`src/gasm_pkg.sv`:
```
// Types, constants and helper functions for the global alignment score block.
package gasm_pkg;

  localparam int MAX_QUERY_LEN = 256;
  localparam int MAX_REF_LEN   = 4096;

  localparam int QIDX_W    = $clog2(MAX_QUERY_LEN);
  localparam int CNT_W     = $clog2(MAX_QUERY_LEN + 1);
  localparam int COL_W     = $clog2(MAX_REF_LEN + 1);
  localparam int SCORE_W   = 18;
  localparam int AWARD_W   = 5;
  localparam int SYM_W     = 8;
  localparam int CFG_IDX_W = 2;

  typedef logic signed [SCORE_W-1:0] score_t;
  typedef logic signed [AWARD_W-1:0] award_t;

  localparam score_t SCORE_MAX = score_t'({1'b0, {(SCORE_W-1){1'b1}}});
  localparam score_t SCORE_MIN = score_t'({1'b1, {(SCORE_W-1){1'b0}}});

  localparam award_t MATCH_RST    = award_t'(1);
  localparam award_t MISMATCH_RST = award_t'(-1);
  localparam award_t GAP_RST      = award_t'(-2);

  localparam logic ACT_LOAD = 1'b0;
  localparam logic ACT_REF  = 1'b1;

  typedef enum logic [CFG_IDX_W-1:0] {
    REG_MATCH    = 2'd0,
    REG_MISMATCH = 2'd1,
    REG_GAP      = 2'd2
  } cfg_reg_e;

  typedef struct packed {
    award_t match_aw;
    award_t mismatch_aw;
    award_t gap_aw;
  } awards_t;

  // Query symbol write into one cell of the chain.
  typedef struct packed {
    logic              we;
    logic [QIDX_W-1:0] idx;
    logic [SYM_W-1:0]  sym;
  } qload_t;

  // One reference column travelling down the chain of cells.
  typedef struct packed {
    logic             first;
    logic [SYM_W-1:0] sym;
    logic [CNT_W-1:0] rem;
    score_t           cur;
    score_t           up;
    logic [COL_W-1:0] col;
    logic             fin;
    logic             trunc;
  } col_tok_t;

  // Saturating add of an award to a score.
  function automatic score_t sat_add(score_t a, award_t b);
    logic [SCORE_W:0] s;
    s = {a[SCORE_W-1], a} + {{(SCORE_W+1-AWARD_W){b[AWARD_W-1]}}, b};
    if (s[SCORE_W] != s[SCORE_W-1]) begin
      sat_add = s[SCORE_W] ? SCORE_MIN : SCORE_MAX;
    end else begin
      sat_add = score_t'(s[SCORE_W-1:0]);
    end
  endfunction

endpackage

```
`src/gasm_cell.sv`:
```
// One cell of the systolic chain: holds one query symbol and its row score.
module gasm_cell (
  input  logic                      clk_i,
  input  logic                      rst_ni,
  input  logic [gasm_pkg::QIDX_W-1:0] idx_i,
  input  gasm_pkg::awards_t         awards_i,
  input  gasm_pkg::qload_t          load_i,
  input  logic                      valid_i,
  input  gasm_pkg::col_tok_t        tok_i,
  output logic                      valid_o,
  output gasm_pkg::col_tok_t        tok_o
);
  import gasm_pkg::*;

  logic [SYM_W-1:0] q_q;
  score_t           p_q;
  logic             valid_q;
  col_tok_t         tok_q, tok_d;
  logic             active;
  award_t           diag_aw;
  score_t           old_sc, diag_sc, del_sc, ins_sc, best;

  always_comb begin
    active  = valid_i && (tok_i.rem != '0);
    diag_aw = (q_q == tok_i.sym) ? awards_i.match_aw : awards_i.mismatch_aw;
    // On the first column the row score comes from the left border.
    old_sc  = tok_i.first ? sat_add(tok_i.up, awards_i.gap_aw) : p_q;
    diag_sc = sat_add(tok_i.up, diag_aw);
    del_sc  = sat_add(tok_i.cur, awards_i.gap_aw);
    ins_sc  = sat_add(old_sc, awards_i.gap_aw);
    best    = diag_sc;
    if (del_sc > best) begin
      best = del_sc;
    end
    if (ins_sc > best) begin
      best = ins_sc;
    end
    tok_d    = tok_i;
    tok_d.up = old_sc;
    if (tok_i.rem != '0) begin
      tok_d.cur = best;
      tok_d.rem = tok_i.rem - 1'b1;
    end
  end

  always_ff @(posedge clk_i or negedge rst_ni) begin
    if (!rst_ni) begin
      valid_q <= 1'b0;
    end else begin
      valid_q <= valid_i;
    end
  end

  always_ff @(posedge clk_i) begin
    tok_q <= tok_d;
    if (active) begin
      p_q <= best;
    end
    if (load_i.we && (load_i.idx == idx_i)) begin
      q_q <= load_i.sym;
    end
  end

  assign valid_o = valid_q;
  assign tok_o   = tok_q;

endmodule

```
`config.mk`:
```
export PLATFORM = sky130hd
export DESIGN_NAME = gasm_cell
export DESIGN_NICKNAME = d
export VERILOG_FILES = /design/src/gasm_pkg.sv /design/src/gasm_cell.sv
export SDC_FILE = /design/constraint.sdc
export NUM_CORES = 1
export LEC_CHECK = 0
export BUFFER_PORTS_ARGS = -buffer_cell sky130_fd_sc_hd__buf_2
export CAP_MARGIN = 30
export CORE_UTILIZATION = 55
export DETAILED_ROUTE_END_ITERATION = 6
export PLACE_DENSITY = 0.87
export SYNTH_ARGS = -nofsm -noshare
export SYNTH_HDL_FRONTEND = slang
export SYNTH_SLANG_ARGS = --single-unit
```
`constraint.sdc`:
```
create_clock -name clk_i -period 24 [get_ports clk_i]
set_input_delay 4.8 -clock clk_i [delete_from_list [all_inputs] [get_ports clk_i]]
set_output_delay 4.8 -clock clk_i [all_outputs]
set_load 0.02 [all_outputs]
```
; ---- Word-level counts from Yosys, hierarchy flattened
; Cells that the tools add are included.
[totals]
reg_bits = 96
[op_classes]
mux = 13
order_cmp = 2
add_sub_neg = 5
n_reduce_logical = 3
n_eq_ne = 6
[op_table]
columns = operator, count
row1 = $mux W18, 11
row2 = $add A18 B5 Y19, 4
row3 = $gt A18 B18 Y1, 2
row4 = $mux W27, 1
row5 = $eq A8 B8 Y1, 2
row6 = $reduce_bool A9 Y1, 1
row7 = $sub A9 B1 Y9 const B, 1
row8 = $mux W5, 1
row9 = $ne A1 B1 Y1, 4
row10 = $logic_and A1 B1 Y1, 2

; ---- Depth between registers and ports, before layout
[logic_depth]
depth_word = 10
mapped_depth = 40
mapped_depth_nobuf = 36

; ---- Least setup slack after synthesis
; Ideal clock, no wire load.
[synth_timing]
path_kind = input-to-reg
startpoint = input port tok_i[67] in the netlist's numbering
endpoint = register tok_q, in the netlist tok_o[45]
arrival_time_ns = 11.997
stages = 36
path_slack_ns = 11.920
path_buffers = 4
required_ns = 23.917
path_cell_list = xor2_1 -> nor4_1 -> nand2_1 -> mux2_2 -> ha_1 -> a211o_1 -> a21oi_1 -> o22ai_1 -> or2_2 -> a31oi_1 -> o21bai_1 -> a21o_1 -> xor2_1 -> ha_1 -> clkbuf_1 -> nor2_1 -> mux2_2 -> nor2_1 -> ha_1 -> nand4_1 -> or4_1 -> nor3_1 -> a21oi_1 -> o21ai_2 -> buf_2 -> mux2i_1 -> inv_1 -> ha_1 -> nand4_1 -> nor3_1 -> o21ai_0 -> a21oi_1 -> clkbuf_1 -> nand2_1 -> clkbuf_1 -> o221ai_1
[synth_lines]
columns = item, line
row1 = "start, declared", gasm_cell.sv:9  ; input gasm_pkg::col_tok_t tok_i,
row2 = "end signal, assigned", gasm_cell.sv:55  ; tok_q <= tok_d;
row3 = "end, declared", gasm_cell.sv:18  ; col_tok_t tok_q, tok_d;

==> results.py <==
metrics = {
    "worst_setup_path": {
        "crit_path_max_fanout": 34,
        "slowest_stage": "clkinv_1",
        "rr_worst_depth": 35,
        "critPathKind": "in2reg",
        "rrSetupSlack_ns": 13.07,
        "crit_required_ns": 24.24,
        "crit_path_end_kind": "flip-flop",
        "critPathLaunchType": "input pin",
        "worstReg2RegStart": "q_q[3]",
        "critPathBufInv": 5,
        "timing.rr.end": "tok_o[50]",
        "crit_top_cell": "ha_1",
        "cp_slowest_stage_delay_ns": 0.83,
        "crit_arrival_ns": 15.32,
        "cpLargestDelayFamily": "compound AO/OA/AOI/OAI gates",
    },
    "clocking": {
        "cts_hold_buf": 0,
        "cts_buffers": 9,
        "cts_tree": "done",
        "cts.htree.levels": 3,
        "clock_path_buffers": 2,
        "root_buffer": "clkbuf_16",
        "clock_latency_ns": 0.36,
        "post-cts-setup-buffer-count": 0,
        "cts_resized": 0,
        "clock_sinks": 96,
        "path_clk_slew_ns": 0.07,
    },
    "route": {
        "firstDrtPassIters": 5,
        "drtIter0Drc": 889,
        "drc_errors": 0,
        "wirelength_um": 24500,
        "ant_nets": 0,
        "detail_route.wl_per_cell_um": 18.42,
        "routed-via-count": 8242,
        "viasPerCell": 6.197,
    },
    "yosys": {
        "syn_area_um2": 8464,
        "async_flop_share_pct": 1.042,
        "synth-seq-cells": 96,
        "synth-seq-area-share_pct": 25.84,
        "synth_cell_type_count": 77,
        "yosys_warnings": 0,
        "syn_nets": 1204,
        "syn_area_per_cell_um2": 8.681,
        "synth-edff-count": 26,
        "synth_cells": 975,
        "synth_ff_type": "dfxtp_1",
    },
    "sta": {
        "fin_tns_setup_ns": 0,
        "rsz0062_at_grt": "false",
        "clock_skew_ns": 0.01132,
        "relSlewSlack_pct": 30.02,
        "hold_viol": 0,
        "drv_slew": 0,
        "period_share_pct": 62.83,
        "max_freq_ghz": 0.06631,
        "worstMarginPinSlew_ns": 1.043,
        "final.min_clock_period_ns": 15.08,
        "setup_viol": 0,
    },
    "global_routing": {
        "antenna_found_initial": 0,
        "grt_remaining_overflow": 0,
        "grt_pass1_vias": 7444,
        "grt_start_max_net_pins": 43,
        "grt_pass1_wl_um": 37890,
        "track_usage_pct": 30.29,
    },
    "layout": {
        "area_growth_pct": 15.31,
        "antenna_cells": 0,
        "final_layout_size_suffix_gt1_share_pct": 21.12,
        "utilization_pct": 66.16,
        "mostFrequentLayoutCells": "buf_2 (181), ha_1 (113), nand2_1 (69), dfxtp_1 (69), a21oi_1 (67)",
        "nets": 1370,
        "final_common_cell": "buf_2",
    },
    "job": {
        "maxCapViolCount": 0,
    },
    "die": {
        "die_x_um": 126.1,
        "die_y_um": 126.1,
        "core_um2": 14750,
        "initial_utilization_pct": 57.37,
        "die_area_um2": 15890,
        "io_pins": 182,
        "num_rows": 44,
    },
    "hold_path": {
        "min_to": "tok_o[20]",
        "hp-class": "reg2reg",
        "hold_start": "p_q[5]",
        "min_path_cells": 1,
    },
    "power_and_ir_drop": {
        "power_density_nw_per_um2": 123.7,
        "vdd_drop_max_uv": 67.16,
        "p_total_w": 0.001207,
        "power_leakage_nw": 4.494,
    },
    "placed_design": {
        "io_buffers": 181,
        "hpwl_um": 19730,
        "gp_congestion": 1.059,
    },
    "outcome": {
        "status": "complete, no violations",
    },
}
==> area by class of cell <==
class / instances / area [µm²]
clock buffers: 11 / 232.7
multi-input cells: 797 / 5938
fillers: 1277 / 4994
flip-flops and latches: 96 / 2187
well taps: 184 / 230.2
clock inverters: 5 / 41.29
repair buffers: 185 / 935.9
inverters: 52 / 195.2
==> worst register-to-register path: cells and delay by family (launching register included) <==
family / cells / cell delay [ns]
AND/OR/NAND/NOR: 7 / 1.92
multiplexers: 4 / 1.68
flip-flops: 1 / 0.40
buffers and inverters: 4 / 1.54
AO/OA/AOI/OAI: 14 / 3.34
adder cells (fa/ha/maj): 4 / 1.63
XOR/XNOR: 2 / 0.31
==> cells in the mapped netlist, types with 5 or more instances <==
cell type	count	area share, %
a31oi_1	13	0.96
inv_1	50	2.2
and3_1	14	1.0
nand4_1	13	0.96
o21bai_1	5	0.44
nor3_2	12	1.4
o21ai_0	66	3.9
nor4_1	11	0.81
buf_2	9	0.53
nand2_1	69	3.1
mux2i_1	19	2.2
o2bb2ai_1	16	1.7
o21a_1	14	1.2
xor2_1	37	3.8
clkbuf_1	18	0.80
or3_1	5	0.37
edfxtp_1	26	9.2
dfxtp_1	69	16
o211ai_1	22	2.0
a21o_1	29	2.6
nand2b_1	12	0.89
nor2_1	60	2.7
a21oi_1	67	4.0
nor2b_1	7	0.52
o221ai_1	13	1.3
nand3_1	15	0.89
o21ai_1	11	0.65
a211oi_1	14	1.2
mux2_2	12	1.6
ha_1	113	17
xnor2_1	31	3.2
nor3_1	19	1.1
==> per-stage QoR <==
stage	instance area (µm²)	setup WS, ns	std cells	hold WS (ns)
final	9761	8.920	1330	0.5113
after CTS	9761	9.198	1330	0.5041
after floorplan	8464	11.92	975	0.4532
after global routing	9761	8.183	1330	0.5260
after detailed placement	9487	8.868	1314	0.4906
after global placement	9487	9.281	1314	0.4878
==> state kept, by name, indices dropped and copies added (netlist names) <==
name / flops
p_q: 18
valid_o: 1
q_q: 8
tok_o: 69
==> logic make-up (layout without fill, tap and decap cells) <==
family                     count (synthesis)  count (layout)  share of synthesized area (%)
adders and majority gates                118             118                          17.77
AOI/OAI and AO/OA                        321             321                          25.62
muxes                                     31              31                          3.843
DFF                                       96              96                          25.84
xor gates and xnor gates                  68              68                          7.036
and+or+nand+nor                          259             259                          15.82
buffers and inverters                     82             253                          4.080
==> worst max-delay path by stage <==
stage	start	end	depth (start not counted)
2_1_floorplan	tok_i[67]	tok_o[45]	36
5_1_grt	tok_i[63]	tok_o[50]	36
6_report	tok_i[63]	tok_o[50]	36
3_3_place_gp	tok_i[67]	tok_o[50]	36
4_1_cts	tok_i[67]	tok_o[50]	36
3_5_place_dp	tok_i[67]	tok_o[50]	36
==> routing by layer <==
layer	share of wire [%]	vias to the layer above	global-route usage, %
met1	43	3762	40.55
met3	7.9	59	4.418
met2	46	403	48.91
met4	3.3	0	12.47
li1	-	4018	-
met5	0	-	0
==> power breakdown <==
group          leakage (nW)  internal, W  switching, W
combinational          3.52     0.000305      0.000515
clock                 0.132    0.0000715     0.0000656
sequential            0.841     0.000237     0.0000129
total                  4.49     0.000614      0.000593
No activity file was read; power rests on OpenSTA's default activity.
