--- config.mk ---
export PLATFORM = sky130hd
export DESIGN_NAME = gasm_ctrl
export DESIGN_NICKNAME = d
export VERILOG_FILES = /design/src/gasm_pkg.sv /design/src/gasm_ctrl.sv
export SDC_FILE = /design/constraint.sdc
export NUM_CORES = 1
export LEC_CHECK = 0
export BUFFER_PORTS_ARGS = -buffer_cell sky130_fd_sc_hd__buf_2
export CORE_UTILIZATION = 62
export CTS_BUF_LIST = sky130_fd_sc_hd__clkbuf_8
export DETAILED_ROUTE_END_ITERATION = 10
export PLACE_DENSITY = 0.88
export SLEW_MARGIN = 20
export SYNTH_ARGS = -nofsm -noshare
export SYNTH_HDL_FRONTEND = slang
export SYNTH_SLANG_ARGS = --single-unit
--- constraint.sdc ---
create_clock -name clk_i -period 7.75 [get_ports clk_i]
set_input_delay 1.1625 -clock clk_i [delete_from_list [all_inputs] [get_ports clk_i]]
set_output_delay 1.1625 -clock clk_i [all_outputs]
set_load 0.01 [all_outputs]
--- src/gasm_pkg.sv ---
// Types, constants and helper functions for the global alignment score block.
package gasm_pkg;

  localparam int MAX_QUERY_LEN = 256;
  localparam int MAX_REF_LEN   = 4096;

  localparam int QIDX_W    = $clog2(MAX_QUERY_LEN);
  localparam int CNT_W     = $clog2(MAX_QUERY_LEN + 1);
  localparam int COL_W     = $clog2(MAX_REF_LEN + 1);
  localparam int SCORE_W   = 18;
  localparam int AWARD_W   = 5;
  localparam int SYM_W     = 8;
  localparam int CFG_IDX_W = 2;

  typedef logic signed [SCORE_W-1:0] score_t;
  typedef logic signed [AWARD_W-1:0] award_t;

  localparam score_t SCORE_MAX = score_t'({1'b0, {(SCORE_W-1){1'b1}}});
  localparam score_t SCORE_MIN = score_t'({1'b1, {(SCORE_W-1){1'b0}}});

  localparam award_t MATCH_RST    = award_t'(1);
  localparam award_t MISMATCH_RST = award_t'(-1);
  localparam award_t GAP_RST      = award_t'(-2);

  localparam logic ACT_LOAD = 1'b0;
  localparam logic ACT_REF  = 1'b1;

  typedef enum logic [CFG_IDX_W-1:0] {
    REG_MATCH    = 2'd0,
    REG_MISMATCH = 2'd1,
    REG_GAP      = 2'd2
  } cfg_reg_e;

  typedef struct packed {
    award_t match_aw;
    award_t mismatch_aw;
    award_t gap_aw;
  } awards_t;

  // Query symbol write into one cell of the chain.
  typedef struct packed {
    logic              we;
    logic [QIDX_W-1:0] idx;
    logic [SYM_W-1:0]  sym;
  } qload_t;

  // One reference column travelling down the chain of cells.
  typedef struct packed {
    logic             first;
    logic [SYM_W-1:0] sym;
    logic [CNT_W-1:0] rem;
    score_t           cur;
    score_t           up;
    logic [COL_W-1:0] col;
    logic             fin;
    logic             trunc;
  } col_tok_t;

  // Saturating add of an award to a score.
  function automatic score_t sat_add(score_t a, award_t b);
    logic [SCORE_W:0] s;
    s = {a[SCORE_W-1], a} + {{(SCORE_W+1-AWARD_W){b[AWARD_W-1]}}, b};
    if (s[SCORE_W] != s[SCORE_W-1]) begin
      sat_add = s[SCORE_W] ? SCORE_MIN : SCORE_MAX;
    end else begin
      sat_add = score_t'(s[SCORE_W-1:0]);
    end
  endfunction

endpackage

--- src/gasm_ctrl.sv ---
// Front end: award registers, query and column counters, column word issue.
module gasm_ctrl (
  input  logic                           clk_i,
  input  logic                           rst_ni,
  input  logic                           accept_i,
  input  logic                           action_i,
  input  logic [gasm_pkg::SYM_W-1:0]     symbol_i,
  input  logic                           last_symbol_i,
  input  logic                           cfg_we_i,
  input  logic [gasm_pkg::CFG_IDX_W-1:0] cfg_index_i,
  input  gasm_pkg::award_t               cfg_wdata_i,
  output gasm_pkg::awards_t              awards_o,
  output gasm_pkg::qload_t               load_o,
  output logic                           valid_o,
  output gasm_pkg::col_tok_t             tok_o
);
  import gasm_pkg::*;

  localparam int PROD_W = COL_W + AWARD_W + 1;
  localparam logic signed [PROD_W-1:0] PMAX = PROD_W'(SCORE_MAX);
  localparam logic signed [PROD_W-1:0] PMIN = PROD_W'(SCORE_MIN);

  awards_t          awards_q, awards_d;
  logic [CNT_W-1:0] qcnt_q, qcnt_d;
  logic [COL_W-1:0] rcnt_q, rcnt_d;
  logic             ovf_q, ovf_d;
  score_t           top_q, top_d;
  logic             valid_q, valid_d;
  col_tok_t         tok_q, tok_d;
  logic [COL_W-1:0] col;
  logic             first;
  logic signed [PROD_W-1:0] prod;
  score_t           border;

  always_comb begin
    awards_d = awards_q;
    if (cfg_we_i) begin
      case (cfg_index_i)
        REG_MATCH:    awards_d.match_aw    = cfg_wdata_i;
        REG_MISMATCH: awards_d.mismatch_aw = cfg_wdata_i;
        REG_GAP:      awards_d.gap_aw      = cfg_wdata_i;
        default:      awards_d             = awards_q;
      endcase
    end
  end

  always_comb begin
    first = (rcnt_q == '0);
    col   = (rcnt_q < COL_W'(MAX_REF_LEN)) ? rcnt_q + 1'b1 : rcnt_q;
    prod  = $signed({1'b0, col}) * awards_q.gap_aw;
    if (prod > PMAX) begin
      border = SCORE_MAX;
    end else if (prod < PMIN) begin
      border = SCORE_MIN;
    end else begin
      border = score_t'(prod[SCORE_W-1:0]);
    end

    qcnt_d     = qcnt_q;
    rcnt_d     = rcnt_q;
    ovf_d      = ovf_q;
    top_d      = top_q;
    valid_d    = 1'b0;
    load_o.we  = 1'b0;
    load_o.idx = qcnt_q[QIDX_W-1:0];
    load_o.sym = symbol_i;

    tok_d.first = first;
    tok_d.sym   = symbol_i;
    tok_d.rem   = qcnt_q;
    tok_d.cur   = border;
    tok_d.up    = first ? '0 : top_q;
    tok_d.col   = col;
    tok_d.fin   = last_symbol_i;
    tok_d.trunc = ovf_q;

    if (accept_i) begin
      if (action_i == ACT_LOAD) begin
        if (first && (qcnt_q < CNT_W'(MAX_QUERY_LEN))) begin
          load_o.we = 1'b1;
          qcnt_d    = qcnt_q + 1'b1;
        end else begin
          ovf_d = 1'b1;
        end
      end else begin
        valid_d = 1'b1;
        top_d   = border;
        rcnt_d  = col;
        if (last_symbol_i) begin
          qcnt_d = '0;
          rcnt_d = '0;
          ovf_d  = 1'b0;
        end
      end
    end
  end

  always_ff @(posedge clk_i or negedge rst_ni) begin
    if (!rst_ni) begin
      awards_q <= '{match_aw: MATCH_RST, mismatch_aw: MISMATCH_RST, gap_aw: GAP_RST};
      qcnt_q   <= '0;
      rcnt_q   <= '0;
      ovf_q    <= 1'b0;
      valid_q  <= 1'b0;
    end else begin
      awards_q <= awards_d;
      qcnt_q   <= qcnt_d;
      rcnt_q   <= rcnt_d;
      ovf_q    <= ovf_d;
      valid_q  <= valid_d;
    end
  end

  always_ff @(posedge clk_i) begin
    top_q <= top_d;
    tok_q <= tok_d;
  end

  assign awards_o = awards_q;
  assign valid_o  = valid_q;
  assign tok_o    = tok_q;

endmodule

After elaboration in Yosys (flattened, before gate mapping)
Cells that the tools add are included.
- muxes and demuxes: 15
- equal/unequal tests: 4
- multiply operators: 1
- add/subtract/negate cells: 2
- reduce and logical (&&, ||, !) cells: 10
- order comparisons: 4
- operators with widths (operator ; count):
    18-bit 2-to-1 mux ; 2
    9-bit 2-to-1 mux ; 3
    13-bit 2-to-1 mux ; 2
    19-bit by 18-bit > comparator with 1-bit output (second input constant) ; 1
    19-bit by 18-bit < comparator with 1-bit output (second input constant) ; 1
    14-bit by 5-bit multiplier with 19-bit output ; 1
    13-bit by 1-bit adder with 13-bit output (second input constant) ; 1
    13-bit zero test ; 1
    13-bit < comparator (second input constant) ; 1
    9-bit by 1-bit adder with 9-bit output (second input constant) ; 1
    9-bit < comparator (second input constant) ; 1
    1-bit 2-to-1 mux ; 8
    2-bit AND reduction ; 4
    3-bit AND reduction ; 2
    2-bit by 1-bit == test with 1-bit output (second input constant) ; 1
    2-bit == test (second input constant) ; 1
    2-bit zero test ; 1
    2-bit by 1-bit != test with 1-bit output (second input constant) ; 1
    2-bit != test (second input constant) ; 1
    2-bit nonzero test ; 1
    1-bit logical AND ; 1
- output and inout port bits: 102
- input port bits: 21
- bits in registers: 126
- logic and storage cells: 52

Depth between registers and ports, before layout
Gate-level depths: netlist of the first run.
- depth after elaboration: 6
- mapped depth: 23
- depth with buffers taken out: 21

Worst setup path before layout of the first run
No wires, ideal clock.
- path kind: flip-flop to flip-flop
- start: register rcnt_q[12]
- end: register top_q[5] (data pin)
- path buffers: 3
- setup time: 0.264 ns
- setup slack: 2.784 ns
- stages on the path, launching flop included: 22
- required time: 7.486 ns
- arrival: 4.702 ns
- period minus slack after synthesis: 4.966 ns
- path through: dfrtp_1 -> buf_6 -> nor4_4 -> nand3_1 -> xor2_1 -> inv_1 -> nor2_1 -> fa_1 -> fa_1 -> inv_1 -> fa_1 -> inv_1 -> ha_1 -> buf_2 -> a21oi_1 -> o21ai_1 -> and2_1 -> o21ai_1 -> nand4_2 -> nor2_1 -> buf_4 -> a21oi_1
- longest elaborated chain between the ends: 6
- RTL lines (item ; line ; RTL):
    from (decl) ; gasm_ctrl.sv:25 ; logic [COL_W-1:0] rcnt_q, rcnt_d;
    from (signal assigned) ; gasm_ctrl.sv:108 ; rcnt_q <= rcnt_d;
    13-bit < comparator * ; gasm_ctrl.sv:49 ; col = (rcnt_q < COL_W'(MAX_REF_LEN)) ? rcnt_q + 1'b1 : rcnt_q;
    13-bit 2-to-1 mux * ; gasm_ctrl.sv:49 ;
    net col[7] ; gasm_ctrl.sv:30 ; logic [COL_W-1:0] col;
    14-bit by 5-bit multiplier with 19-bit output * ; gasm_ctrl.sv:50 ; prod = $signed({1'b0, col}) * awards_q.gap_aw;
    19-bit by 18-bit < comparator with 1-bit output ; gasm_ctrl.sv:53 ; end else if (prod < PMIN) begin
    18-bit 2-to-1 mux ; gasm_ctrl.sv:53 ;
    18-bit 2-to-1 mux * ; gasm_ctrl.sv:51 ; if (prod > PMAX) begin
    net border[5] ; gasm_ctrl.sv:33 ; score_t border;
    to (signal assigned) ; gasm_ctrl.sv:115 ; top_q <= top_d;
    to (decl) ; gasm_ctrl.sv:27 ; score_t top_q, top_d;
The timed path passes the listed nets; every way through them passes the cells marked *.
A chain may end at the register's enable or synchronous reset.

Worst setup path in the final report of the first run
- start: register rcnt_q[12]
- end: register top_q[0] (data pin)
Same word-level chain as after synthesis.

==> metrics.txt, run 1 <==
status=finished, final reports clean; GR Overflow Total=0; Sw Pwr=approximately 0.00070 W; Clock Sinks=126; CTS tree=yes; Cells after Synth=630; critical path data required time=around 8 ns; Synth top cells by count=inv_1 (82), dfxtp_1 (69), nand2_1 (42); Setup crit end kind=register; Post-Syn Area=6680 um^2; Finished Core Util=74.2%; CP max FO=11; Avg Cell Area, Syn=10.6 um^2; Clk Latency, worst-skew pair=0.43 ns; Max Slew Vio Count=0; pwr dens=280 nW/um^2; vias in the first global route=4826; ant diodes=0; initial drt markers=216; Least-Margin Pin Slew=0.943 ns; TritonCTS Buffers=17; count of cell types in the netlist=62; vias=between 4k and 5k; WS Path Type=reg2reg; area delta synth->final=15.2%; internal power=0.00146 W; Top Ports=approximately 120; number of synthesized flops with an enable pin=18; min-delay src=ovf_q; Fin. Hold Viols=0; via density per instance=5.34; ys async rst share=between 30 and 40%; Hold WC Path Type=reg2reg; worst reg2reg setup slack=~1.6 ns; Residual DRC=0; max-cap violations=0; core area=between 10000 and 15000 um^2; Startpoint Class=register; ranking of synthesized cells by area=dfxtp_1 (21%), dfrtp_1 (11%), fa_1 (10%), edfxtp_1 (8.1%), ha_1 (7.7%); Critical Path Start=rcnt_q[12]; worst hold stages=0; Final ANT Viol Nets=0; Avg WL per Cell=15.5 um; Die X=106 um; fin nets=836; # port buffers=122; detailed placement HPWL=roughly 10000 um; R2R Path Start=rcnt_q[12]; Syn. warnings=0; total power draw=0.00215 W; Reg clk slew, reported paths=about 0.070 ns; final worst clock skew=0.0117 ns; clock tree root buffer cell=clkbuf_8; count leader, synth=inv_1; Clk pwr share=29.1%; GPL Wtd Cong=0.911; Clock Path Buffers=2; Initial Utilization=64.5%; slowest cell on the critical path=nor2_1; global-route wire length before repair=22700 um; CTS resizes=0; Leak=3.74 nW; Final min period=6.16 ns; final WL=13800 um; pin count of the biggest net entering global routing=40; Die ar.=11200 um^2; hold worst-path end=tok_o[0]; Total Neg Setup Slack=0 ns; H-Tree Level Count=4; die height=106 um; RSZ-0062 raised after global routing=false; initial antenna violation count=0; final cycle utilization of the critical path=79.5%; Logic pwr share=around 30%; Reg-to-Reg End=top_q[0]; area leader, netlist=dfxtp_1; relative max-transition margin=37.1%; Synth top area share=20.7%; DP Area=7260 um^2; sequential area share after synthesis=43.5%; crit-path cells=nor4_4 > nand3_1 > xor2_1 > inv_1 > nor2_1 > fa_1 > fa_1 > inv_1 > fa_1 > inv_1 > ha_1 > a21oi_1 > o21ai_1 > and2_1 > o21ai_1 > nand4_2 > nor2_1 > o21ai_1; Peak Freq=about 160 MHz; register share of total power=41.0%; num rows=37; R2R depth=18; layout cells sized above 1=a little over a quarter; Total GRT Usage=around a quarter; Main synth FF type=dfxtp_1; Sw Share=between 30% and 40%; Yosys reg bits=~130; Detailed Routing Iterations Pass 1=4; Syn Nets=726; Post-CTS Hold Fix Bufs=0; biggest cell delay along the critical path=around 0.74 ns; # Post-CTS Setup Buffers=0; Worst EP arrival=around 6.3 ns; final setup fails=0; fin area=7700 um^2; Max VDD drop=0.156 mV
## registers in the layout (all words and copies together) (netlist names)
register / count
tok_o: 69
valid_o: 1
awards_o: 15
ovf_q: 1
qcnt_q: 9
top_q: 18
rcnt_q: 13
## area by class of cell
cell class | count | area [um^2]
clock inverters | 15 | 204
flip-flops and latches | 126 | 2910
inverters | 83 | 312
well taps | 136 | 170
clock buffers | 17 | 234
multi-input cells | 390 | 3260
fillers | 713 | 2670
repair buffers | 122 | 611
## critical path, delay by kind of cell, from the launching register on
kind                       cells  cell delay (ns)
xor gates and xnor gates       1             0.42
AOI/OAI and AO/OA              4             0.71
buffers and inverters          3             0.23
DFF                            1             0.53
adders and majority gates      4             1.95
and+or+nand+nor                6             2.04
## how the worst max path moves through the flow
stage / end / slack [ns] / cells after the start
2_1_floorplan: top_q[5] / 2.78 / 21
3_3_place_gp: top_q[0] / 2.03 / 18
3_5_place_dp: top_q[7] / 1.74 / 18
4_1_cts: top_q[0] / 1.66 / 18
5_1_grt: top_q[0] / 1.13 / 20
6_report: top_q[0] / 1.59 / 18
## layer usage
metal | wire, um | GRT usage, %
met3 | 692 | 5.88
met4 | 335 | 11.0
met5 | 0 | 0
met1 | 5680 | 30.6
met2 | 7040 | 46.5
## logic make-up after synthesis
family          share of synthesized area [%]
buf+inv                                  7.73
xor+xnor                                 3.93
compound gates                           7.90
simple gates                             15.9
fa+ha+maj                                18.2
flops                                    43.5
mux                                      2.85
## power by group through the flow
stage	combinational, W	clock (W)	sequential, W
4_1_cts	0.000650	0.000635	0.000884
2_1_floorplan	0.000394	0	0.000923
6_report	0.000642	0.000627	0.000882
3_3_place_gp	0.000611	0	0.000888
5_1_grt	0.000712	0.000666	0.000896
3_5_place_dp	0.000642	0	0.000897
## placed cells by master, fill, tap and decap left out, types with 10 or more instances in the layout
master / synthesis / final
nor2b_1: 36 / 36
fa_1: 34 / 34
edfxtp_1: 18 / 18
ha_1: 41 / 41
inv_1: 82 / 85
and2_1: 31 / 31
nand3_1: 13 / 13
mux2_2: 16 / 16
nand2_1: 42 / 42
a21oi_1: 24 / 24
dfrtp_1: 29 / 29
xnor2_1: 13 / 13
o21ai_0: 19 / 19
dfstp_2: 10 / 10
xor2_1: 12 / 12
nor2_1: 31 / 31
buf_2: 2 / 122
clkbuf_8: 0 / 17
o21ai_1: 10 / 10
dfxtp_1: 69 / 69
## stage by stage
step	hold WS, ns	std cells	setup WS (ns)
3_3_place_gp	0.375	857	2.03
5_1_grt	0.421	889	1.13
6_report	0.410	889	1.59
2_1_floorplan	0.368	630	2.78
3_5_place_dp	0.399	857	1.74
4_1_cts	0.407	889	1.66
(Power assumes the default switching activity.)
==> run 2, diff against run 1 <==
--- a/config.mk
+++ b/config.mk
@@ -5,11 +5,12 @@
 export SDC_FILE = /design/constraint.sdc
 export NUM_CORES = 1
 export LEC_CHECK = 0
+export ABC_AREA = 1
 export BUFFER_PORTS_ARGS = -buffer_cell sky130_fd_sc_hd__buf_2
-export CORE_UTILIZATION = 62
+export CORE_UTILIZATION = 53
 export CTS_BUF_LIST = sky130_fd_sc_hd__clkbuf_8
 export DETAILED_ROUTE_END_ITERATION = 10
-export PLACE_DENSITY = 0.88
+export PLACE_DENSITY = 0.79
 export SLEW_MARGIN = 20
 export SYNTH_ARGS = -nofsm -noshare
 export SYNTH_HDL_FRONTEND = slang
==> constraint.sdc (replaced) <==
create_clock -name clk_i -period 5.5 [get_ports clk_i]
set_input_delay 0.825 -clock clk_i [delete_from_list [all_inputs] [get_ports clk_i]]
set_output_delay 0.825 -clock clk_i [all_outputs]
set_load 0.01 [all_outputs]
==> metrics.txt, run 2 <==
die height=between 100 and 150 um; H-Tree Level Count=4; GPL Wtd Cong=0.916; core area=roughly 13000 um^2; Buf/Inv on CP=4; WS Path Type=reg2reg; vias in the first global route=4992; Main synth FF type=dfxtp_1; Die X=about 120 um; final cycle utilization of the critical path=90.5%; Top Ports=123; slowest cell on the critical path=fa_1; CTS resizes=0; Residual DRC=0; Die ar.=about 13000 um^2; Clock Sinks=126; Leak=4.42 nW; Peak Freq=201 MHz; relative max-transition margin=42.9%; number of synthesized flops with an enable pin=18; count of cell types in the netlist=43; clock tree root buffer cell=clkbuf_8; Final min period=4.97 ns; Reg-to-Reg End=top_q[3]; final setup fails=0; Multi-input gate area=just over 3000 um^2; area delta synth->final=15.4%; Synth Area in Simple Gates=21.4%; DP Area=7480 um^2; initial antenna violation count=0; commonest cells after routing, fill and taps aside=nand2_1 (168), inv_1 (150), buf_2 (122), nor2_1 (100), dfxtp_1 (69); Synth top area share=between 20% and 30%; max-cap violations=0; initial drt markers=390; layout cells sized above 1=22.5%; Cells after Synth=approximately 790; Detailed Routing Iterations Pass 1=4; RSZ-0062 raised after global routing=false; area leader, netlist=dfxtp_1; Reg clk slew, reported paths=0.07 ns; Yosys reg bits=126; GR Overflow Total=0; ranking of synthesized cells by area=dfxtp_1 (20%), dfrtp_1 (11%), fa_1 (10%), nand2_1 (9.2%), inv_1 (8.2%); Post-Syn Area=around 7000 um^2; critical path data required time=5.69 ns; total power draw=0.00270 W; detailed placement HPWL=between 9000 and 10000 um; mux cell area share after synthesis=0.147%; Clock Path Buffers=2; Final ANT Viol Nets=0; R2R depth=22; largest family of logic cells by synthesized area=simple AND/OR/NAND/NOR gates; Avg WL per Cell=around 12 um; pin count of the biggest net entering global routing=40; via density per instance=a little under 5; pwr dens=343 nW/um^2; fin nets=1006; Top delay family on crit path=adder cells; Setup crit end kind=register; ant diodes=0; Fin. Hold Viols=0; Register Area=2910 um^2; Top cell by count, worst path=nand2_1; Clk Latency, worst-skew pair=0.45 ns; Max VDD drop=0.155 mV; Total Neg Setup Slack=0 ns; Initial Utilization=54.3%; Avg Cell Area, Syn=8.60 um^2; status=finished, final reports clean; # Post-CTS Setup Buffers=0; TritonCTS Buffers=17; worst hold stages=0; Max Slew Vio Count=0; fraction of synthesized cell area in xor and xnor cells=2.71%; worst reg2reg setup slack=0.53 ns; Worst EP arrival=5.16 ns; Hold WC Path Type=reg2reg; final worst clock skew=0.00931 ns; Startpoint Class=register; final WL=13000 um; # fillers=1071; CTS tree=yes; hold worst-path end=tok_o[0]; Post-CTS Hold Fix Bufs=0; global-route wire length before repair=between 20000 and 25000 um; Syn. warnings=0; sequential area share after synthesis=a little over two fifths; # port buffers=122; Total GRT Usage=between 20% and 30%; ys async rst share=between 30% and 40%; fin area=between 7000 and 8000 um^2; Least-Margin Pin Slew=0.857 ns; worst hold margin=0.400 ns; commonest non-fill, non-tap cell in the layout=nand2_1; min-delay src=ovf_q; vias=5277; crit-path cells=ha_1 > nand2_1 > inv_2 > nand2_1 > nor3_2 > nand2_1 > xor2_1 > nor2_1 > fa_1 > fa_1 > inv_1 > fa_1 > inv_1 > ha_1 > a21oi_1 > nand2_1 > a21oi_1 > nand3_1 > nand2_2 > inv_2 > nand2_4 > nand2_1; Syn Nets=890; biggest cell delay along the critical path=0.54 ns; num rows=41; Adder-Cell Fraction of Synth Area=17.5%; count leader, synth=nand2_1; R2R Path Start=rcnt_q[1]; Synth top cells by count=nand2_1 (168), inv_1 (150), nor2_1 (100); Synth Area in Compound Gates=3.72%; max FFs per register=69; CP max FO=17
==> run 2: changes by cell type in the layout (fill, tap and decap cells not counted), sizes merged, moves of 9 or more <==
cell,change
nor2b,-36
o21ai,-10
o22ai,+11
xnor2,-10
nand3,+9
mux2,-16
nor2,+70
inv,+81
nand2,+140
and2,-29
a21oi,-18
==> run 2: logic make-up after synthesis <==
family                   count (synthesis)
AND/OR/NAND/NOR                        337
AO/OA/AOI/OAI                           43
adder cells (fa/ha/maj)                 75
XOR/XNOR                                19
flip-flops                             126
buffers and inverters                  193
multiplexers                             1
==> run 2: final cells by class <==
class	count	share of cell area (%)
Clock buffer	19	3.32
Clock inverter	13	1.81
Inverter	166	7.94
Multi-Input combinational cell	475	39.3
Sequential cell	126	36.9
Tap cell	172	2.73
Timing Repair Buffer	124	7.94
==> run 2: power breakdown <==
group / switching [W] / internal, W
clock network: 0.000339 / 0.000465
logic: 0.000443 / 0.000263
registers: 0.0000712 / 0.00112
total: 0.000853 / 0.00185
==> run 2: metrics by stage <==
step,util (%),setup WS (ns),instances
floorplan,-,0.998,794
finish,62.7,0.525,1095
CTS,62.7,0.550,1095
detailed placement,59.5,0.595,1063
global placement,59.5,0.698,1063
global route,62.7,0.137,1095
==> run 2: worst max path at each step <==
stage | from | end | slack [ns] | cells past startpoint
after floorplan | rcnt_q[0] | top_q[10] | 1.0 | 26
after global placement | rcnt_q[0] | top_q[16] | 0.70 | 25
after detailed placement | rcnt_q[0] | top_q[1] | 0.60 | 25
after CTS | rcnt_q[0] | top_q[3] | 0.55 | 25
after global routing | rcnt_q[1] | top_q[3] | 0.14 | 22
final | rcnt_q[1] | top_q[3] | 0.53 | 22
==> run 2: metal layers <==
layer	vias to the layer above	GRT usage (%)	routed length (um)
li1	2616	-	-
met1	2482	27.2	5740
met2	156	36.0	6150
met3	23	5.60	805
met4	0	10.0	314
met5	-	0	0
==> run 3, diff against run 2 <==
--- a/config.mk
+++ b/config.mk
@@ -10,7 +10,7 @@
 export CORE_UTILIZATION = 53
 export CTS_BUF_LIST = sky130_fd_sc_hd__clkbuf_8
 export DETAILED_ROUTE_END_ITERATION = 10
-export PLACE_DENSITY = 0.79
+export PLACE_DENSITY = 0.83
 export SLEW_MARGIN = 20
 export SYNTH_ARGS = -nofsm -noshare
 export SYNTH_HDL_FRONTEND = slang
==> metrics.txt, run 3 (synthesized netlist as in run 2, its figures left out) <==
# fillers=roughly 1.1k; CTS resizes=0; CP max FO=17; final cell count without fillers=1095; vias=5200; ant diodes=0; # Post-CTS Setup Buffers=0; final worst clock skew=0.0117 ns; WS Path Type=reg2reg; Multi-input gate area=3100 um^2; clock tree root buffer cell=clkbuf_8; final WL=around 13000 um; commonest cells after routing, fill and taps aside=nand2_1 (168), inv_1 (150), buf_2 (122), nor2_1 (100), dfxtp_1 (69); Hold WC Path Type=reg2reg; Finished Core Util=63.3%; final setup fails=0; Worst EP arrival=5.08 ns; GPL Wtd Cong=0.879; Peak Freq=204 MHz; status=finished, final reports clean; fin area=7950 um^2; DP Area=7480 um^2; Setup crit end kind=register; core area=about 13000 um^2; Avg WL per Cell=12.0 um; Clock Path Buffers=2; pwr dens=358 nW/um^2; total power draw=0.00285 W; die height=116 um; via density per instance=4.75; fin nets=1006; Fin. Hold Viols=0; GR Overflow Total=0; Total GRT Usage=between 20% and 30%; global-route wire length before repair=22500 um; Detailed Routing Iterations Pass 1=5; area delta synth->final=16.4%; final cycle utilization of the critical path=~89%; Least-Margin Pin Slew=0.855 ns; pin count of the biggest net entering global routing=40; Register Area=2910 um^2; Top Ports=123; relative max-transition margin=43.0%; Residual DRC=0; Die ar.=13300 um^2; placed cells=about 1.1k; Startpoint Class=register; Clock Sinks=126; Die X=between 100 and 150 um; critical path data required time=5.68 ns; Post-CTS Hold Fix Bufs=0; Initial Utilization=54.3%; initial drt markers=320; num rows=41; TritonCTS Buffers=17; RSZ-0062 raised after global routing=false; CTS tree=yes; H-Tree Level Count=4; Final ANT Viol Nets=0; initial antenna violation count=0; vias in the first global route=4928; Final min period=4.90 ns; Max Slew Vio Count=0; max-cap violations=0; Total Neg Setup Slack=0 ns; Leak=4.45 nW; commonest non-fill, non-tap cell in the layout=nand2_1; Reg clk slew, reported paths=0.07 ns; max FFs per register=69; # port buffers=122; detailed placement HPWL=between 9000 and 10000 um; Clk Latency, worst-skew pair=0.45 ns; layout cells sized above 1=22.5%; Max VDD drop=roughly 0.19 mV
-- run 3: final cells by class --
| class | instances | share of cell area (%) |
|---|---|---|
| Timing Repair Buffer | 124 | 7.87 |
| Inverter | 166 | 7.87 |
| Tap cell | 172 | 2.71 |
| Multi-Input combinational cell | 475 | 39.0 |
| Clock buffer | 17 | 2.94 |
| Sequential cell | 126 | 36.6 |
| Clock inverter | 15 | 3.02 |
-- run 3: per-layer routing --
layer	share of wire (%)	track usage, %
met2	47	36.4
met3	7.2	6.90
met1	45	27.7
met5	0	0
met4	1.5	7.36
-- run 3: final timing paths --
path	from	cells after the start	to	slack [ns]
worst max-delay path	rcnt_q[0]	25	top_q[5]	0.60
worst min-delay path	ovf_q	0	tok_o[0]	0.39
worst max register to register	rcnt_q[0]	25	top_q[5]	0.60
worst min register to register	ovf_q	0	tok_o[0]	0.39
max in group asynchronous	rst_ni	1	qcnt_q[7]	4.47
min in group asynchronous	rst_ni	1	awards_o[13]	0.49
-- run 3: worst max-delay path, cell delays in order, from the launching register on --
cell,delay [ns]
dfrtp_1,0.43
ha_1,0.23
nand2_1,0.07
inv_2,0.04
nand2_1,0.08
nor3_2,0.05
or2_2,0.28
nand2_1,0.21
inv_1,0.10
nor2_1,0.15
fa_1,0.44
fa_1,0.55
inv_1,0.06
fa_1,0.53
inv_1,0.04
ha_1,0.35
nand2_1,0.08
nand2_1,0.08
nand2_1,0.07
nand2_1,0.06
a21oi_1,0.17
nand3_1,0.11
nand2_2,0.12
inv_2,0.05
nand2_4,0.17
nand2_1,0.11
-- run 3: where the power goes --
| group | internal [W] | leakage [nW] | switching, W |
|---|---|---|---|
| clock network | 0.000585 | 0.242 | 0.000367 |
| registers | 0.00112 | 1.24 | 0.0000726 |
| logic | 0.000262 | 2.97 | 0.000440 |
| total | 0.00197 | 4.45 | 0.000879 |
-- run 3: through the flow --
stage / hold WS, ns / setup slack, ns
floorplan: 0.347 / 0.998
global placement: 0.379 / 0.681
detailed placement: 0.380 / 0.624
CTS: 0.397 / 0.590
global route: 0.404 / 0.221
finish: 0.389 / 0.603
